`config.mk`:
```
export PLATFORM = sky130hd
export DESIGN_NAME = color_window_centroid_tracker_unit
export DESIGN_NICKNAME = d
export VERILOG_FILES = /design/src/rtl/core/cwct_pkg.sv /design/src/rtl/core/cwct_div.sv /design/src/rtl/core/cwct_ctrl.sv /design/src/rtl/core/cwct_dpath.sv /design/src/rtl/core/color_window_centroid_tracker_unit.sv
export VERILOG_INCLUDE_DIRS = /design/src /design/src/rtl/core
export SDC_FILE = /design/constraint.sdc
export NUM_CORES = 1
export LEC_CHECK = 0
export BUFFER_PORTS_ARGS = -buffer_cell sky130_fd_sc_hd__buf_4
export CAP_MARGIN = 20
export CORE_MARGIN = 2
export CORE_UTILIZATION = 32
export CTS_BUF_LIST = sky130_fd_sc_hd__clkbuf_2 sky130_fd_sc_hd__clkbuf_4 sky130_fd_sc_hd__clkbuf_8
export DETAILED_ROUTE_END_ITERATION = 16
export GPL_ROUTABILITY_DRIVEN = 0
export GPL_TIMING_DRIVEN = 0
export PLACE_DENSITY = 0.58
export REMOVE_ABC_BUFFERS = 1
export SLEW_MARGIN = 20
export SYNTH_ARGS = -nofsm -noshare
export SYNTH_HDL_FRONTEND = slang
export SYNTH_SLANG_ARGS = --single-unit
```
`constraint.sdc`:
```
create_clock -name i_clk -period 5.2 [get_ports i_clk]
set_input_delay 0.26 -clock i_clk [delete_from_list [all_inputs] [get_ports i_clk]]
set_output_delay 0.26 -clock i_clk [all_outputs]
set_load 0.01 [all_outputs]
```
`src/rtl/core/color_window_centroid_tracker_unit_macros.svh`:
```
// ============================================================================
// Assertion macros for the color window centroid tracker
// Implication checks on the block clock, disabled while reset is held.
// ============================================================================
`ifndef COLOR_WINDOW_CENTROID_TRACKER_UNIT_MACROS_SVH
`define COLOR_WINDOW_CENTROID_TRACKER_UNIT_MACROS_SVH

`ifndef NO_ASSERTIONS

// Consequent must hold in the same cycle as the antecedent.
`define CWCT_ASSERT_SAME(lbl, ante, cons) \
    lbl: assert property (@(posedge i_clk) disable iff (!i_rst_n) (ante) |-> (cons)) \
        else $error("cwct assertion failed");

// Consequent must hold in the cycle after the antecedent.
`define CWCT_ASSERT_NEXT(lbl, ante, cons) \
    lbl: assert property (@(posedge i_clk) disable iff (!i_rst_n) (ante) |=> (cons)) \
        else $error("cwct assertion failed");

`else

`define CWCT_ASSERT_SAME(lbl, ante, cons)
`define CWCT_ASSERT_NEXT(lbl, ante, cons)

`endif

`endif

```
`src/rtl/core/cwct_pkg.sv`:
```
// ============================================================================
// cwct_pkg
// Shared widths, reset values, register indexes and interface types.
// ============================================================================
package cwct_pkg;

    localparam int COLOR_W   = 8;
    localparam int COORD_W   = 10;
    localparam int HALF_W    = 7;
    localparam int CNT_W     = 16;
    // Sums never exceed the saturated count times the largest coordinate.
    localparam int SUM_W     = COORD_W + CNT_W;
    localparam int STEP_W    = $clog2(COORD_W);
    localparam int CFG_IDX_W = 2;
    localparam int WIN_W     = COORD_W + 1;

    localparam int MAX_WIDTH  = 1024;
    localparam int MAX_HEIGHT = 1024;
    localparam int POS_CMP_W  = 13;

    localparam logic [COORD_W-1:0] CENTER_RESET = COORD_W'(150);
    localparam logic [HALF_W-1:0]  HALF_RESET   = HALF_W'(65);
    localparam logic [COLOR_W-1:0] MARGIN_RESET = COLOR_W'(21);
    localparam logic [COLOR_W-1:0] FLOOR_RESET  = COLOR_W'(170);

    typedef enum logic [CFG_IDX_W-1:0] {
        CFG_BR_MARGIN  = 2'd0,
        CFG_BG_MARGIN  = 2'd1,
        CFG_BLUE_FLOOR = 2'd2,
        CFG_WIN_HALF   = 2'd3
    } t_cfg_idx;

    typedef enum logic [1:0] {
        S_IDLE,
        S_LOAD,
        S_DIV,
        S_DONE
    } t_state;

    typedef struct packed {
        logic pix_acc;
        logic div_load;
        logic div_step;
        logic commit;
    } t_cmd;

    typedef struct packed {
        logic div_done;
    } t_stat;

endpackage

```
`src/rtl/core/cwct_div.sv`:
```
// ============================================================================
// cwct_div
// Restoring divider, one quotient bit per step, for a quotient below 2^COORD_W.
// ============================================================================
module cwct_div (
    input  logic                             i_clk,
    input  logic                             i_load,
    input  logic                             i_step,
    input  logic [cwct_pkg::SUM_W-1:0]       i_dividend,
    input  logic [cwct_pkg::CNT_W-1:0]       i_divisor,
    output logic [cwct_pkg::COORD_W-1:0]     o_quotient
);

    logic [cwct_pkg::CNT_W-1:0]   r_rem;
    logic [cwct_pkg::COORD_W-1:0] r_q;
    logic [cwct_pkg::CNT_W:0]     trial;
    logic                         q_bit;

    // The upper dividend bits are below the divisor because the mean of
    // in-range coordinates fits the coordinate width.
    always_comb begin
        trial = {r_rem, r_q[cwct_pkg::COORD_W-1]};
        q_bit = (trial >= {1'b0, i_divisor});
    end

    always_ff @(posedge i_clk) begin
        if (i_load) begin
            r_rem <= i_dividend[cwct_pkg::SUM_W-1:cwct_pkg::COORD_W];
            r_q   <= i_dividend[cwct_pkg::COORD_W-1:0];
        end else if (i_step) begin
            if (q_bit) begin
                r_rem <= cwct_pkg::CNT_W'(trial - {1'b0, i_divisor});
            end else begin
                r_rem <= trial[cwct_pkg::CNT_W-1:0];
            end
            r_q <= {r_q[cwct_pkg::COORD_W-2:0], q_bit};
        end
    end

    assign o_quotient = r_q;

endmodule

```
`src/rtl/core/cwct_ctrl.sv`:
```
// ============================================================================
// cwct_ctrl
// Sequencer for pixel transactions, end-of-frame division and the result slot.
// ============================================================================
module cwct_ctrl (
    input  logic            i_clk,
    input  logic            i_rst_n,
    input  logic            i_in_valid,
    input  logic            i_frame_end,
    input  logic            i_out_ready,
    input  cwct_pkg::t_stat i_stat,
    output logic            o_in_ready,
    output logic            o_out_valid,
    output cwct_pkg::t_cmd  o_cmd
);

    cwct_pkg::t_state r_state, n_state;
    logic             r_out_valid, n_out_valid;
    logic             slot_free;

    assign slot_free = !r_out_valid || i_out_ready;

    always_comb begin
        n_state = r_state;
        case (r_state)
            cwct_pkg::S_IDLE: begin
                if (i_in_valid && slot_free && i_frame_end) begin
                    n_state = cwct_pkg::S_LOAD;
                end
            end
            cwct_pkg::S_LOAD: begin
                n_state = cwct_pkg::S_DIV;
            end
            cwct_pkg::S_DIV: begin
                if (i_stat.div_done) begin
                    n_state = cwct_pkg::S_DONE;
                end
            end
            cwct_pkg::S_DONE: begin
                if (slot_free) begin
                    n_state = cwct_pkg::S_IDLE;
                end
            end
            default: begin
                n_state = cwct_pkg::S_IDLE;
            end
        endcase
    end

    always_comb begin
        o_in_ready       = (r_state == cwct_pkg::S_IDLE) && slot_free;
        o_cmd.pix_acc    = o_in_ready && i_in_valid;
        o_cmd.div_load   = (r_state == cwct_pkg::S_LOAD);
        o_cmd.div_step   = (r_state == cwct_pkg::S_DIV);
        o_cmd.commit     = (r_state == cwct_pkg::S_DONE) && slot_free;
        if ((o_cmd.pix_acc && !i_frame_end) || o_cmd.commit) begin
            n_out_valid = 1'b1;
        end else if (i_out_ready) begin
            n_out_valid = 1'b0;
        end else begin
            n_out_valid = r_out_valid;
        end
    end

    always_ff @(posedge i_clk) begin
        if (!i_rst_n) begin
            r_state     <= cwct_pkg::S_IDLE;
            r_out_valid <= 1'b0;
        end else begin
            r_state     <= n_state;
            r_out_valid <= n_out_valid;
        end
    end

    assign o_out_valid = r_out_valid;

endmodule

```
`src/rtl/core/cwct_dpath.sv`:
```
// ============================================================================
// cwct_dpath
// Color test, window test, hit accumulators, center dividers and result data.
// ============================================================================
module cwct_dpath #(
    parameter int MAX_WIDTH  = cwct_pkg::MAX_WIDTH,
    parameter int MAX_HEIGHT = cwct_pkg::MAX_HEIGHT
) (
    input  logic                             i_clk,
    input  logic                             i_rst_n,
    input  cwct_pkg::t_cmd                   i_cmd,
    input  logic [cwct_pkg::COLOR_W-1:0]     i_red,
    input  logic [cwct_pkg::COLOR_W-1:0]     i_green,
    input  logic [cwct_pkg::COLOR_W-1:0]     i_blue,
    input  logic [cwct_pkg::COORD_W-1:0]     i_pos_x,
    input  logic [cwct_pkg::COORD_W-1:0]     i_pos_y,
    input  logic                             i_frame_end,
    input  logic                             i_cfg_valid,
    input  logic [cwct_pkg::CFG_IDX_W-1:0]   i_cfg_index,
    input  logic [cwct_pkg::COLOR_W-1:0]     i_cfg_data,
    output cwct_pkg::t_stat                  o_stat,
    output logic                             o_mask_bit,
    output logic                             o_center_updated,
    output logic [cwct_pkg::COORD_W-1:0]     o_center_x,
    output logic [cwct_pkg::COORD_W-1:0]     o_center_y
);

    logic [cwct_pkg::COLOR_W-1:0] r_br_margin, r_bg_margin, r_blue_floor;
    logic [cwct_pkg::HALF_W-1:0]  r_half;
    logic [cwct_pkg::COORD_W-1:0] r_track_x, r_track_y;
    logic [cwct_pkg::SUM_W-1:0]   r_sum_x, r_sum_y;
    logic [cwct_pkg::CNT_W-1:0]   r_count;
    logic [cwct_pkg::STEP_W-1:0]  r_step;
    logic                         r_mask_hold;

    logic [cwct_pkg::COORD_W-1:0] r_out_cx, r_out_cy;
    logic                         r_out_mask, r_out_upd;

    logic                         mask, in_frame, win_x, win_y, hit;
    logic [cwct_pkg::COORD_W-1:0] quo_x, quo_y, new_cx, new_cy;

    always_comb begin
        mask = ({1'b0, i_blue} > ({1'b0, i_red} + {1'b0, r_br_margin}))
            && ({1'b0, i_blue} > ({1'b0, i_green} + {1'b0, r_bg_margin}))
            && (i_blue > r_blue_floor);
        in_frame = (cwct_pkg::POS_CMP_W'(i_pos_x) < cwct_pkg::POS_CMP_W'(MAX_WIDTH))
            && (cwct_pkg::POS_CMP_W'(i_pos_y) < cwct_pkg::POS_CMP_W'(MAX_HEIGHT));
        // Strict window test rewritten without negative values.
        win_x = ((cwct_pkg::WIN_W'(i_pos_x) + cwct_pkg::WIN_W'(r_half))
                    > cwct_pkg::WIN_W'(r_track_x))
            && (cwct_pkg::WIN_W'(i_pos_x)
                    < (cwct_pkg::WIN_W'(r_track_x) + cwct_pkg::WIN_W'(r_half)));
        win_y = ((cwct_pkg::WIN_W'(i_pos_y) + cwct_pkg::WIN_W'(r_half))
                    > cwct_pkg::WIN_W'(r_track_y))
            && (cwct_pkg::WIN_W'(i_pos_y)
                    < (cwct_pkg::WIN_W'(r_track_y) + cwct_pkg::WIN_W'(r_half)));
        hit = mask && in_frame && win_x && win_y && (r_count != '1);
        new_cx = (r_count == '0) ? r_track_x : quo_x;
        new_cy = (r_count == '0) ? r_track_y : quo_y;
    end

    cwct_div u_div_x (
        .i_clk      (i_clk),
        .i_load     (i_cmd.div_load),
        .i_step     (i_cmd.div_step),
        .i_dividend (r_sum_x),
        .i_divisor  (r_count),
        .o_quotient (quo_x)
    );

    cwct_div u_div_y (
        .i_clk      (i_clk),
        .i_load     (i_cmd.div_load),
        .i_step     (i_cmd.div_step),
        .i_dividend (r_sum_y),
        .i_divisor  (r_count),
        .o_quotient (quo_y)
    );

    assign o_stat.div_done =
        i_cmd.div_step && (r_step == cwct_pkg::STEP_W'(cwct_pkg::COORD_W - 1));

    always_ff @(posedge i_clk) begin
        if (!i_rst_n) begin
            r_br_margin  <= cwct_pkg::MARGIN_RESET;
            r_bg_margin  <= cwct_pkg::MARGIN_RESET;
            r_blue_floor <= cwct_pkg::FLOOR_RESET;
            r_half       <= cwct_pkg::HALF_RESET;
        end else if (i_cfg_valid) begin
            case (cwct_pkg::t_cfg_idx'(i_cfg_index))
                cwct_pkg::CFG_BR_MARGIN:  r_br_margin  <= i_cfg_data;
                cwct_pkg::CFG_BG_MARGIN:  r_bg_margin  <= i_cfg_data;
                cwct_pkg::CFG_BLUE_FLOOR: r_blue_floor <= i_cfg_data;
                cwct_pkg::CFG_WIN_HALF:   r_half       <= i_cfg_data[cwct_pkg::HALF_W-1:0];
                default: begin
                end
            endcase
        end
    end

    always_ff @(posedge i_clk) begin
        if (!i_rst_n) begin
            r_track_x <= cwct_pkg::CENTER_RESET;
            r_track_y <= cwct_pkg::CENTER_RESET;
            r_sum_x   <= '0;
            r_sum_y   <= '0;
            r_count   <= '0;
            r_step    <= '0;
        end else begin
            // The end-of-frame pixel is counted before the division runs.
            if (i_cmd.pix_acc && hit) begin
                r_sum_x <= r_sum_x + cwct_pkg::SUM_W'(i_pos_x);
                r_sum_y <= r_sum_y + cwct_pkg::SUM_W'(i_pos_y);
                r_count <= r_count + 1'b1;
            end else if (i_cmd.commit) begin
                r_track_x <= new_cx;
                r_track_y <= new_cy;
                r_sum_x   <= '0;
                r_sum_y   <= '0;
                r_count   <= '0;
            end
            if (i_cmd.div_load) begin
                r_step <= '0;
            end else if (i_cmd.div_step) begin
                r_step <= r_step + 1'b1;
            end
        end
    end

    always_ff @(posedge i_clk) begin
        if (i_cmd.pix_acc && i_frame_end) begin
            r_mask_hold <= mask;
        end
        if (i_cmd.pix_acc && !i_frame_end) begin
            r_out_mask <= mask;
            r_out_upd  <= 1'b0;
            r_out_cx   <= r_track_x;
            r_out_cy   <= r_track_y;
        end else if (i_cmd.commit) begin
            r_out_mask <= r_mask_hold;
            r_out_upd  <= 1'b1;
            r_out_cx   <= new_cx;
            r_out_cy   <= new_cy;
        end
    end

    assign o_mask_bit       = r_out_mask;
    assign o_center_updated = r_out_upd;
    assign o_center_x       = r_out_cx;
    assign o_center_y       = r_out_cy;

endmodule

```
`src/rtl/core/color_window_centroid_tracker_unit.sv`:
```
// ============================================================================
// color_window_centroid_tracker_unit
// Blue-dominant pixel mask and windowed centroid tracking over a pixel stream.
// ============================================================================
//
//  Channel   Handshake                 Payload
//  --------  ------------------------  ----------------------------------------
//  pixel in  i_in_valid / o_in_ready   i_red i_green i_blue i_pos_x i_pos_y
//                                      i_frame_end
//  result    o_out_valid / i_out_ready o_mask_bit o_center_updated
//                                      o_center_x o_center_y
//  config    i_cfg_valid / o_cfg_ready i_cfg_index i_cfg_data
//
//  A pixel without the frame-end mark has its result in the output register
//  on the next cycle, and the next pixel can enter meanwhile.
//  A frame-end pixel runs through a load, 10 steps of the restoring
//  dividers (one quotient bit per step for x and y), and a commit.
//  A full output register that is not taken stalls the input side.
//  Reset restores the registers, the center and clears the accumulators.
//
module color_window_centroid_tracker_unit #(
    parameter int MAX_WIDTH  = cwct_pkg::MAX_WIDTH,
    parameter int MAX_HEIGHT = cwct_pkg::MAX_HEIGHT
) (
    input  logic                             i_clk,
    input  logic                             i_rst_n,
    input  logic                             i_in_valid,
    output logic                             o_in_ready,
    input  logic [cwct_pkg::COLOR_W-1:0]     i_red,
    input  logic [cwct_pkg::COLOR_W-1:0]     i_green,
    input  logic [cwct_pkg::COLOR_W-1:0]     i_blue,
    input  logic [cwct_pkg::COORD_W-1:0]     i_pos_x,
    input  logic [cwct_pkg::COORD_W-1:0]     i_pos_y,
    input  logic                             i_frame_end,
    output logic                             o_out_valid,
    input  logic                             i_out_ready,
    output logic                             o_mask_bit,
    output logic                             o_center_updated,
    output logic [cwct_pkg::COORD_W-1:0]     o_center_x,
    output logic [cwct_pkg::COORD_W-1:0]     o_center_y,
    input  logic                             i_cfg_valid,
    output logic                             o_cfg_ready,
    input  logic [cwct_pkg::CFG_IDX_W-1:0]   i_cfg_index,
    input  logic [cwct_pkg::COLOR_W-1:0]     i_cfg_data
);

    `include "color_window_centroid_tracker_unit_macros.svh"

    cwct_pkg::t_cmd  cmd;
    cwct_pkg::t_stat stat;
    logic            in_acc;

    assign o_cfg_ready = 1'b1;
    assign in_acc      = i_in_valid && o_in_ready;

    cwct_ctrl u_ctrl (
        .i_clk       (i_clk),
        .i_rst_n     (i_rst_n),
        .i_in_valid  (i_in_valid),
        .i_frame_end (i_frame_end),
        .i_out_ready (i_out_ready),
        .i_stat      (stat),
        .o_in_ready  (o_in_ready),
        .o_out_valid (o_out_valid),
        .o_cmd       (cmd)
    );

    cwct_dpath #(
        .MAX_WIDTH  (MAX_WIDTH),
        .MAX_HEIGHT (MAX_HEIGHT)
    ) u_dpath (
        .i_clk            (i_clk),
        .i_rst_n          (i_rst_n),
        .i_cmd            (cmd),
        .i_red            (i_red),
        .i_green          (i_green),
        .i_blue           (i_blue),
        .i_pos_x          (i_pos_x),
        .i_pos_y          (i_pos_y),
        .i_frame_end      (i_frame_end),
        .i_cfg_valid      (i_cfg_valid),
        .i_cfg_index      (i_cfg_index),
        .i_cfg_data       (i_cfg_data),
        .o_stat           (stat),
        .o_mask_bit       (o_mask_bit),
        .o_center_updated (o_center_updated),
        .o_center_x       (o_center_x),
        .o_center_y       (o_center_y)
    );

    // A frame-end transaction keeps the input closed while the dividers run.
    `CWCT_ASSERT_NEXT(a_busy_after_frame_end, in_acc && i_frame_end, !o_in_ready)
    // Input is open only when the result slot is empty or being drained.
    `CWCT_ASSERT_SAME(a_ready_needs_slot, o_in_ready, !o_out_valid || i_out_ready)
    // An ordinary pixel yields its result on the next cycle, without an update mark.
    `CWCT_ASSERT_NEXT(a_pixel_result, in_acc && !i_frame_end, o_out_valid && !o_center_updated)

endmodule

```
==> impl_metrics.json, run 1 <==
{
  "yosysSeqAreaShare_pct": 34.0,
  "synth_top_family_by_area": "simple AND/OR/NAND/NOR gates",
  "routed_wl_um": 36800,
  "synth.largest_area_cell": "dfxtp_1",
  "holdPathStages": 3,
  "cts_max_path_buffers": 3,
  "fin_crit_ps": 4890,
  "grt_pass1_vias": 11400,
  "powerDensity_nw_per_um2": 420,
  "dp.cells": 2183,
  "r2r-start": "u_dpath.r_half[0]",
  "die_area_sq_um": 45500,
  "synth-xor-area-share_pct": 6.06,
  "hpwl_um": 27500,
  "drtPass1Iterations": 5,
  "cts_buffers": 39,
  "path_cells": "ha_1 -> fa_1 -> a21oi_2 -> o21ai_1 -> nor4_2 -> nor2_1 -> xor2_1 -> ha_1 -> nand4_1 -> a211oi_2 -> nor4_1 -> a221oi_2 -> o21bai_1 -> nor4_4 -> buf_4 -> buf_6 -> nand3b_1 -> buf_8 -> buf_8 -> mux2i_1 -> nand2_1",
  "initial_core_util_pct": 32.5,
  "ys_async_sr_fraction_pct": 0,
  "netlist_top_cells_area": "dfxtp_1 18%, edfxtp_1 16%, ha_1 15%, mux2_2 4.3%, nand2_1 4.3%",
  "grtUsageTotal_pct": 16.3,
  "antenna_found_initial": 1,
  "cts-root-buf": "clkbuf_8",
  "h-tree-depth": 2,
  "ys_ff_latch": 201,
  "grt_pass1_wl_um": 59000,
  "drv_cap": 0,
  "setup_ws_ps": 314,
  "synth_edf_count": 74,
  "layout.cells.non_filler": 2268,
  "num_io_pins": 85,
  "skew_ps": 23.3,
  "synth_fa_ha_area_share_pct": 16.3,
  "netlist_instances": 1553,
  "route.detailed.drc": 0,
  "slew_viol_final": 0,
  "grt.overflow.total": 0,
  "fillerInstances": 4365,
  "synth_cell_types": 66,
  "synth.avg_cell_area_sq_um": 9.02,
  "dieHeight_um": 213,
  "regToRegSetupSlack_ps": 310,
  "hold_viol": 0,
  "timing.rr.end": "u_dpath.r_track_y[7]",
  "synthFlopType": "dfxtp_1",
  "synthMuxAreaShare_pct": 6.41,
  "clkLatencyLatePin_ps": 570,
  "post_drt_wl_per_cell_um": 16.2,
  "final_cell_mix": "165 x ha_1, 161 x nand2_1, 126 x dfxtp_1",
  "finalCritPeriodShare_pct": 94.0,
  "critPathCaptureType": "flop",
  "fmax_mhz": 205,
  "ant_nets": 0,
  "via_per_inst": 5.07,
  "port_buffers": 83,
  "worstHoldStart": "i_frame_end",
  "die-width_um": 213,
  "grt_max_degree": 59,
  "crit_path_start_kind": "flop",
  "path_clk_slew_ps": 60,
  "status": "complete, no violations",
  "crit_fanout": 14,
  "setup_viol": 0,
  "cts_tree": "yes",
  "r2r_cells": 21,
  "critPathArrivalTime_ps": 5290,
  "synth_top_area_share_pct": 18.1,
  "finalNetCount": 1890,
  "worstPathRequired_ps": 5600,
  "netlist_area_sq_um": 14000,
  "synth-compound-area-share_pct": 16.3,
  "crit_slowest_cell": "fa_1",
  "yosys.area_share.simple_pct": 16.9,
  "rsz0062_at_grt": "false",
  "hp-class": "in2reg",
  "layout-drive-gt1-share_pct": 15.3,
  "power.leakage_nw": 6.67,
  "drtIter0Drc": 591,
  "slew_headroom_pct": 35.0,
  "via_count": 11500,
  "min_to": "u_dpath.o_center_updated",
  "worst-setup-path-type": "reg2reg",
  "area_growth_pct": 17.3,
  "rows": 76,
  "preCtsSetupSlack_ps": -789,
  "core_sq_um": 43200,
  "clock-sinks": 201,
  "tightest_slew_ps": 973,
  "peakVddDrop_uv": 309,
  "critical_path.max_stage_delay_ps": 430,
  "final_common_cell": "ha_1",
  "synth_warnings": 0
}
cell usage after synthesis (all sizes together), types with 22 or more instances:
library cell	instances
xnor2	55
nand3	52
mux2	54
a21o	30
nand4	23
nor3	22
o21ai	84
nor2	97
nand2	162
nand3b	22
inv	91
ha	167
xor2	42
o211ai	34
edfxtp	74
dfxtp	127
o31ai	23
a21oi	120
clkbuf	30
mux2i	29
logic make-up after synthesis:
| logic type | Yosys count |
|---|---|
| multiplexers | 83 |
| flip-flops | 201 |
| AO/OA/AOI/OAI | 368 |
| other | 1 |
| adder cells (fa/ha/maj) | 177 |
| buffers and inverters | 142 |
| AND/OR/NAND/NOR | 484 |
| XOR/XNOR | 97 |
cell type report:
type	count	area, sq um	area share (%)
multi-input cells	1210	8830	53.7
inverters	91	344	2.09
repair buffers	110	955	5.81
diodes	1	2.50	0.0152
well taps	585	732	4.45
clock buffers	63	748	4.55
flip-flops and latches	201	4770	29.0
clock inverters	7	63.8	0.388
worst max-delay path, delay by kind of cell, from the launching register on:
family                   cells  cell delay [ps]
AO/OA/AOI/OAI                5             1070
XOR/XNOR                     1              150
adder cells (fa/ha/maj)      3              960
buffers and inverters        4              670
flip-flops                   1              380
multiplexers                 1              200
AND/OR/NAND/NOR              7             1290
flip-flops by register name, indices dropped and copies added, names as in the netlist:
| register | cells |
|---|---|
| u_dpath.u_div_x.o_quotient | 10 |
| u_dpath.u_div_y.r_rem | 16 |
| u_ctrl.o_out_valid | 1 |
| u_dpath.r_bg_margin | 8 |
| u_dpath.u_div_x.r_rem | 16 |
| u_dpath.r_mask_hold | 1 |
| u_dpath.r_count | 16 |
| u_dpath.r_sum_x | 26 |
| u_dpath.r_track_x | 10 |
| u_dpath.r_half | 7 |
| u_dpath.r_br_margin | 8 |
| u_dpath.r_step | 4 |
| u_dpath.o_center_updated | 1 |
| u_dpath.o_mask_bit | 1 |
| u_dpath.r_sum_y | 26 |
| u_dpath.o_center_y | 10 |
| u_dpath.r_track_y | 10 |
| u_dpath.r_blue_floor | 8 |
| u_dpath.u_div_y.o_quotient | 10 |
| u_dpath.o_center_x | 10 |
| u_ctrl.r_state | 2 |
what timing repair did:
action                                 CTS  global route
setup buffers                            3             2
setup endpoints to repair               67            60
endpoints found under the hold margin   31             0
pin swaps                                1             3
resized for setup                        9            12
hold buffers                             9             0
metrics by stage:
stage	utilization, %	hold slack [ps]	setup TNS, ps	cell area, sq um	power (mW)
2_1_floorplan	-	322	-15920	13800	4.38
3_3_place_gp	35.1	447	-189600	15200	5.08
3_5_place_dp	35.7	452	-38610	15400	5.24
4_1_cts	37.9	46.0	0	16400	6.96
5_1_grt	38.1	55.7	0	16400	7.41
6_report	38.1	62.4	0	16400	6.90
power by group:
part	switching, mW	internal, mW
registers	0.198	2.16
logic	1.59	1.28
clock network	0.714	0.959
worst max path at each step:
stage / startpoint / endpoint / slack [ps] / depth (start not counted)
5_1_grt: u_dpath.r_half[0] / u_dpath.r_track_y[7] / 10 / 21
3_3_place_gp: u_dpath.r_half[1] / u_dpath.r_sum_y[22] / -2750 / 18
2_1_floorplan: u_dpath.r_half[1] / u_dpath.r_track_x[1] / -480 / 18
6_report: u_dpath.r_half[0] / u_dpath.r_track_y[7] / 310 / 21
3_5_place_dp: u_dpath.r_half[1] / u_dpath.r_sum_x[22] / -790 / 19
4_1_cts: u_dpath.r_half[1] / u_dpath.r_sum_x[22] / 50 / 20
layer usage:
layer,up-vias,track usage (%),wire length [um]
met5,-,0,0
met4,0,7.16,1460
met3,73,2.40,1620
met2,234,26.5,16300
met1,5353,21.6,17400
li1,5841,-,-
Power figures use the tool's default switching activity.
==> run 2: changes to the inputs <==
==> constraint.sdc (replaced) <==
create_clock -name i_clk -period 4.7 [get_ports i_clk]
set_input_delay 0.235 -clock i_clk [delete_from_list [all_inputs] [get_ports i_clk]]
set_output_delay 0.235 -clock i_clk [all_outputs]
set_load 0.01 [all_outputs]
==> run 2 against run 1 <==
Compared with the run above: worst setup slack lost 93 ps; critical path type unchanged; non-clock buffer count rose by 11; wire length grew 1.7%; sequential share of layout area decreased by 0.48 points; count of clock-buffer cells in the layout unchanged.
==> impl_metrics.json, run 2 (synthesized netlist as in run 1, its figures left out) <==
{
  "grt_max_degree": 59,
  "routed_wl_um": 37400,
  "worst-setup-path-type": "reg2reg",
  "worstPathRequired_ps": 5170,
  "peakVddDrop_uv": 342,
  "swShare_pct": 36.3,
  "final_cell_mix": "164 x ha_1, 161 x nand2_1, 123 x dfxtp_1",
  "finalNetCount": 1902,
  "grt_pass1_wl_um": 59200,
  "critPathCaptureType": "flop",
  "regToRegSetupSlack_ps": 220,
  "power.leakage_nw": 6.75,
  "grt.overflow.total": 0,
  "grt_pass1_vias": 11400,
  "drtPass1Iterations": 5,
  "clock-sinks": 201,
  "fin_crit_ps": 4480,
  "layout-drive-gt1-share_pct": 18.2,
  "core_sq_um": 43200,
  "post_drt_wl_per_cell_um": 16.4,
  "cts_max_path_buffers": 3,
  "die-width_um": 213,
  "drtIter0Drc": 581,
  "area_growth_pct": 19.4,
  "status": "complete, no violations",
  "hold_viol": 0,
  "via_per_inst": 5.11,
  "drv_cap": 0,
  "grtUsageTotal_pct": 16.4,
  "num_io_pins": 85,
  "crit_fanout": 18,
  "timing.rr.end": "u_dpath.r_sum_y[22]",
  "port_buffers": 83,
  "slew_viol_final": 0,
  "ant_nets": 0,
  "pwr-share-comb_pct": 41.8,
  "tightest_slew_ps": 1100,
  "critPathArrivalTime_ps": 4950,
  "route.detailed.drc": 0,
  "multiInputGateArea_sq_um": 9010,
  "r2r-start": "u_dpath.r_track_y[0]",
  "via_count": 11700,
  "crit_path_start_kind": "flop",
  "cts_tree": "yes",
  "crit_path_start": "u_dpath.r_track_y[0]",
  "fillerInstances": 4339,
  "initial_core_util_pct": 32.5,
  "r2r_cells": 19,
  "finalCritPeriodShare_pct": 95.3,
  "path_clk_slew_ps": 60,
  "h-tree-depth": 2,
  "skew_ps": 21.4,
  "powerDensity_nw_per_um2": 458,
  "hpwl_um": 27500,
  "cts-root-buf": "clkbuf_8",
  "crit_path_end": "u_dpath.r_sum_y[22]",
  "power_mw": 7.67,
  "p_switching_mw": 2.79,
  "seqCellArea_sq_um": 4770,
  "top_regs": "u_dpath.r_sum_x (26), u_dpath.r_sum_y (26)",
  "hold_slack_ps": 39.5,
  "final_common_cell": "ha_1",
  "antenna_found_initial": 1,
  "rows": 76,
  "fmax_mhz": 223,
  "cts_buffers": 39,
  "hp-class": "in2reg",
  "power.internal_mw": 4.88,
  "die_area_sq_um": 45500,
  "dieHeight_um": 213,
  "slew_headroom_pct": 26.3,
  "clkPwrFrac_pct": 24.2,
  "seqPwrFrac_pct": 34.0,
  "clkLatencyLatePin_ps": 570,
  "setup_viol": 0
}
[run 2: cell type report]
type	count	share of cell area, %
Multi-Input combinational cell	1211	53.8
Sequential cell	201	28.5
Tap cell	585	4.38
Clock inverter	7	0.381
Timing Repair Buffer	121	6.33
Inverter	91	2.06
Clock buffer	63	4.47
Antenna cell	1	0.0150
[run 2: worst max-delay path, stage by stage (launching register included)]
cell      delay [ps]
dfxtp_1          370
ha_1             260
fa_1             430
a21oi_2          180
o21ai_1          150
o31ai_2          330
a21oi_1          140
xnor2_1          140
ha_1             310
a211oi_2         270
nand2_1           70
o311ai_0         120
a31oi_1          180
nor4_4           330
buf_4            180
buf_6            170
buf_6            180
o21ai_4          120
or2_4            260
o31ai_1          190
[run 2: timing repair]
action / in CTS / in global routing
hold buffers: 9 / 0
endpoints found under the setup margin: 88 / 67
endpoints found under the hold margin: 32 / 0
buffers inserted: 6 / 11
pin swaps: 5 / 15
gates cloned: 0 / 1
resized for setup: 24 / 44
[run 2: how the worst min path moves through the flow]
stage | from | to | cells past startpoint
floorplan | i_rst_n | u_dpath.r_bg_margin[0] | 1
global placement | u_dpath.r_blue_floor[4] | u_dpath.r_blue_floor[4] | 2
detailed placement | u_dpath.r_blue_floor[4] | u_dpath.r_blue_floor[4] | 2
CTS | i_frame_end | u_dpath.o_center_updated | 3
global route | i_frame_end | u_dpath.o_center_updated | 3
finish | i_frame_end | u_dpath.o_center_updated | 3
[run 2: per-stage QoR]
step	setup TNS (ps)	instance area, sq um	setup WS [ps]	std cells	utilization [%]
6_report	0	16700	222	2280	38.7
5_1_grt	-180	16700	-35.6	2280	38.7
4_1_cts	0	16500	14.7	2268	38.2
3_5_place_dp	-76680	15400	-1290	2183	35.7
3_3_place_gp	-235470	15200	-3250	2170	35.1
2_1_floorplan	-52220	13800	-983	1502	-
[run 2: metal layers]
layer / vias up / routed length, um / GRT usage [%]
li1: 5876 / - / -
met1: 5463 / 17500 / 21.7
met3: 74 / 1620 / 2.40
met5: - / 0 / 0
met2: 241 / 16800 / 26.6
met4: 0 / 1480 / 7.11
[run 2: power by group through the flow]
stage,registers (mW),clock network (mW),logic (mW)
final,2.61,1.85,3.20
after global routing,2.64,1.98,3.62
after CTS,2.61,1.91,3.19
after detailed placement,2.64,0,3.16
after global placement,2.67,0,2.95
after floorplan,2.58,0,2.27
==> run 3: changes to the inputs <==
--- a/config.mk
+++ b/config.mk
@@ -8,9 +8,10 @@
 export LEC_CHECK = 0
 export BUFFER_PORTS_ARGS = -buffer_cell sky130_fd_sc_hd__buf_4
 export CAP_MARGIN = 20
+export CORE_ASPECT_RATIO = 1.75
 export CORE_MARGIN = 2
 export CORE_UTILIZATION = 32
-export CTS_BUF_LIST = sky130_fd_sc_hd__clkbuf_2 sky130_fd_sc_hd__clkbuf_4 sky130_fd_sc_hd__clkbuf_8
+export CTS_BUF_LIST = sky130_fd_sc_hd__clkbuf_4 sky130_fd_sc_hd__clkbuf_8
 export DETAILED_ROUTE_END_ITERATION = 16
 export GPL_ROUTABILITY_DRIVEN = 0
 export GPL_TIMING_DRIVEN = 0
==> constraint.sdc (replaced) <==
create_clock -name i_clk -period 4.7 [get_ports i_clk]
set_input_delay 0.47 -clock i_clk [delete_from_list [all_inputs] [get_ports i_clk]]
set_output_delay 0.47 -clock i_clk [all_outputs]
set_load 0.01 [all_outputs]
==> run 3 against run 2 <==
Compared with the run above: flip-flop and latch count did not move; global-route usage increased by 0.31 points; die area increased by 0.14%; total power shrank 3.5%; clock skew is 1.9 ps lower; critical path depth up 1; non-clock buffer count down 16; register-to-register slack improved by 30 ps; final area down 2.5%; critical path type unchanged; critical endpoint is now u_dpath.r_sum_x[15]; largest cell class unchanged.
==> impl_metrics.json, run 3 (synthesized netlist as in run 1, its figures left out) <==
{
  "worst-setup-path-type": "reg2reg",
  "critical-path-top-delay-family": "compound AO/OA/AOI/OAI gates",
  "antenna_found_initial": 2,
  "drtPass1Iterations": 5,
  "die_area_sq_um": 45600,
  "layout-drive-gt1-share_pct": 15.5,
  "initial_core_util_pct": 32.3,
  "routed_wl_um": 38700,
  "worstPathRequired_ps": 5240,
  "tns_ps": 0,
  "via_per_inst": 5.22,
  "power.internal_mw": 4.64,
  "final_cell_mix": "165 x ha_1, 160 x nand2_1, 123 x dfxtp_1",
  "hold_viol": 0,
  "cts_tree": "yes",
  "r2r_cells": 20,
  "grt_pass1_vias": 11600,
  "grt_pass1_wl_um": 60600,
  "drv_cap": 0,
  "hp-class": "in2reg",
  "die-width_um": 162,
  "power.leakage_nw": 6.58,
  "core_sq_um": 43300,
  "multiInputGateArea_sq_um": 8920,
  "post_drt_wl_per_cell_um": 17.3,
  "clock-sinks": 201,
  "drtIter0Drc": 445,
  "hpwl_um": 29000,
  "route.detailed.drc": 0,
  "crit_cells": 20,
  "cts_buffers": 31,
  "slew_viol_final": 0,
  "clkLatencyLatePin_ps": 620,
  "holdPathStages": 3,
  "path_clk_slew_ps": 70,
  "r2r-start": "u_dpath.r_half[1]",
  "grtUsageTotal_pct": 16.7,
  "top_regs": "u_dpath.r_sum_x (26), u_dpath.r_sum_y (26)",
  "crit_path_start_kind": "flop",
  "fillerInstances": 4388,
  "crit_path_start": "u_dpath.r_half[1]",
  "fin_crit_ps": 4450,
  "worstHoldStart": "i_cfg_data[2]",
  "rows": 101,
  "critical_path.max_stage_delay_ps": 440,
  "fmax_mhz": 225,
  "cts-root-buf": "clkbuf_8",
  "finalNetCount": 1878,
  "path_buf_inv": 2,
  "p_switching_mw": 2.76,
  "powerDensity_nw_per_um2": 453,
  "swShare_pct": 37.3,
  "postPlaceCellArea_sq_um": 15400,
  "slew_headroom_pct": 40.9,
  "critPathArrivalTime_ps": 4990,
  "grt.overflow.total": 0,
  "finalInstanceArea_sq_um": 16300,
  "status": "complete, no violations",
  "clkPwrFrac_pct": 21.8,
  "peakVddDrop_uv": 300,
  "cts_max_path_buffers": 3,
  "ant_nets": 0,
  "path_cells": "ha_1 -> a21o_1 -> a21oi_1 -> o21bai_1 -> a21oi_2 -> o21bai_1 -> a21oi_1 -> nor3_1 -> xnor2_1 -> ha_1 -> or3_1 -> a221oi_1 -> o21ai_1 -> o2bb2ai_1 -> nor4_4 -> buf_8 -> buf_12 -> nand3_4 -> or3_1 -> a21oi_1",
  "grt_max_degree": 60,
  "setup_viol": 0,
  "crit_slowest_cell": "dfxtp_4",
  "finalCritPeriodShare_pct": 94.6,
  "h-tree-depth": 1,
  "skew_ps": 19.5,
  "final_common_cell": "ha_1",
  "critPathCaptureType": "flop",
  "seqCellArea_sq_um": 4770,
  "area_growth_pct": 16.4,
  "via_count": 11600,
  "seqPwrFrac_pct": 35.2,
  "dieHeight_um": 281,
  "crit_fanout": 31,
  "cp_common_cell": "a21oi_1",
  "pwr-share-comb_pct": 43.1,
  "tightest_slew_ps": 886,
  "port_buffers": 83,
  "num_io_pins": 85
}
==> run 3: changes by cell type in the layout (fill, tap and decap cells not counted), sizes merged <==
cell | before | now
clkbuf | 63 | 47
dlygate4sd3 | 9 | 0
buf | 112 | 105
clkinv | 4 | 9
bufinv | 1 | 0
inv | 92 | 91
==> run 3: final cells by class <==
class,instances,share of cell area [%]
well taps,566,4.34
repair buffers,105,5.49
flip-flops and latches,201,29.2
multi-input cells,1211,54.7
inverters,91,2.11
clock buffers,47,3.85
diodes,1,0.0153
clock inverters,10,0.284
==> run 3: metrics by stage <==
step                      utilization, %  instances  power [mW]  hold WS [ps]  worst slack, ps
after floorplan                        -       1502        4.85           436            -1000
after global placement              34.9       2151        5.62           445            -3620
after detailed placement            35.5       2163        5.80           451            -1740
after CTS                           37.4       2223        7.46          88.0             6.70
after global routing                37.6       2232        7.92           108            -20.3
final                               37.6       2232        7.40           116              254
==> run 3: path summary, 6_finish.rpt <==
path	slack, ps	to
hold reg to reg	460	u_dpath.r_blue_floor[4]
setup / recovery	250	u_dpath.r_sum_x[15]
setup reg to reg	250	u_dpath.r_sum_x[15]
hold / removal	120	u_dpath.r_bg_margin[2]
==> run 3: metal layers <==
metal / part of all wire, % / track usage, % / up-vias / routed length, um
li1: - / - / 5800 / -
met1: 37 / 17.2 / 5544 / 14500
met2: 55 / 33.0 / 211 / 21200
met3: 3.2 / 1.90 / 91 / 1250
met4: 4.3 / 7.81 / 2 / 1680
met5: 0.031 / 0 / - / 12
==> run 3: timing repair <==
item,4_1_cts,5_1_grt
pin swaps,3,6
hold buffers,0,0
setup buffers,3,8
setup endpoints to repair,87,67
gates resized for setup,23,17
gates cloned,1,0
==> run 3: power groups by stage <==
stage,sequential [mW],combinational (mW),clock [mW]
floorplan,2.58,2.27,0
global placement,2.66,2.96,0
detailed placement,2.63,3.17,0
CTS,2.60,3.20,1.66
global route,2.63,3.57,1.72
finish,2.60,3.19,1.61
==> run 3: worst min-delay path, delay by kind of cell <==
family | cells | cell delay [ps]
and+or+nand+nor | 1 | 60
buffers and inverters | 1 | 110
muxes | 1 | 60
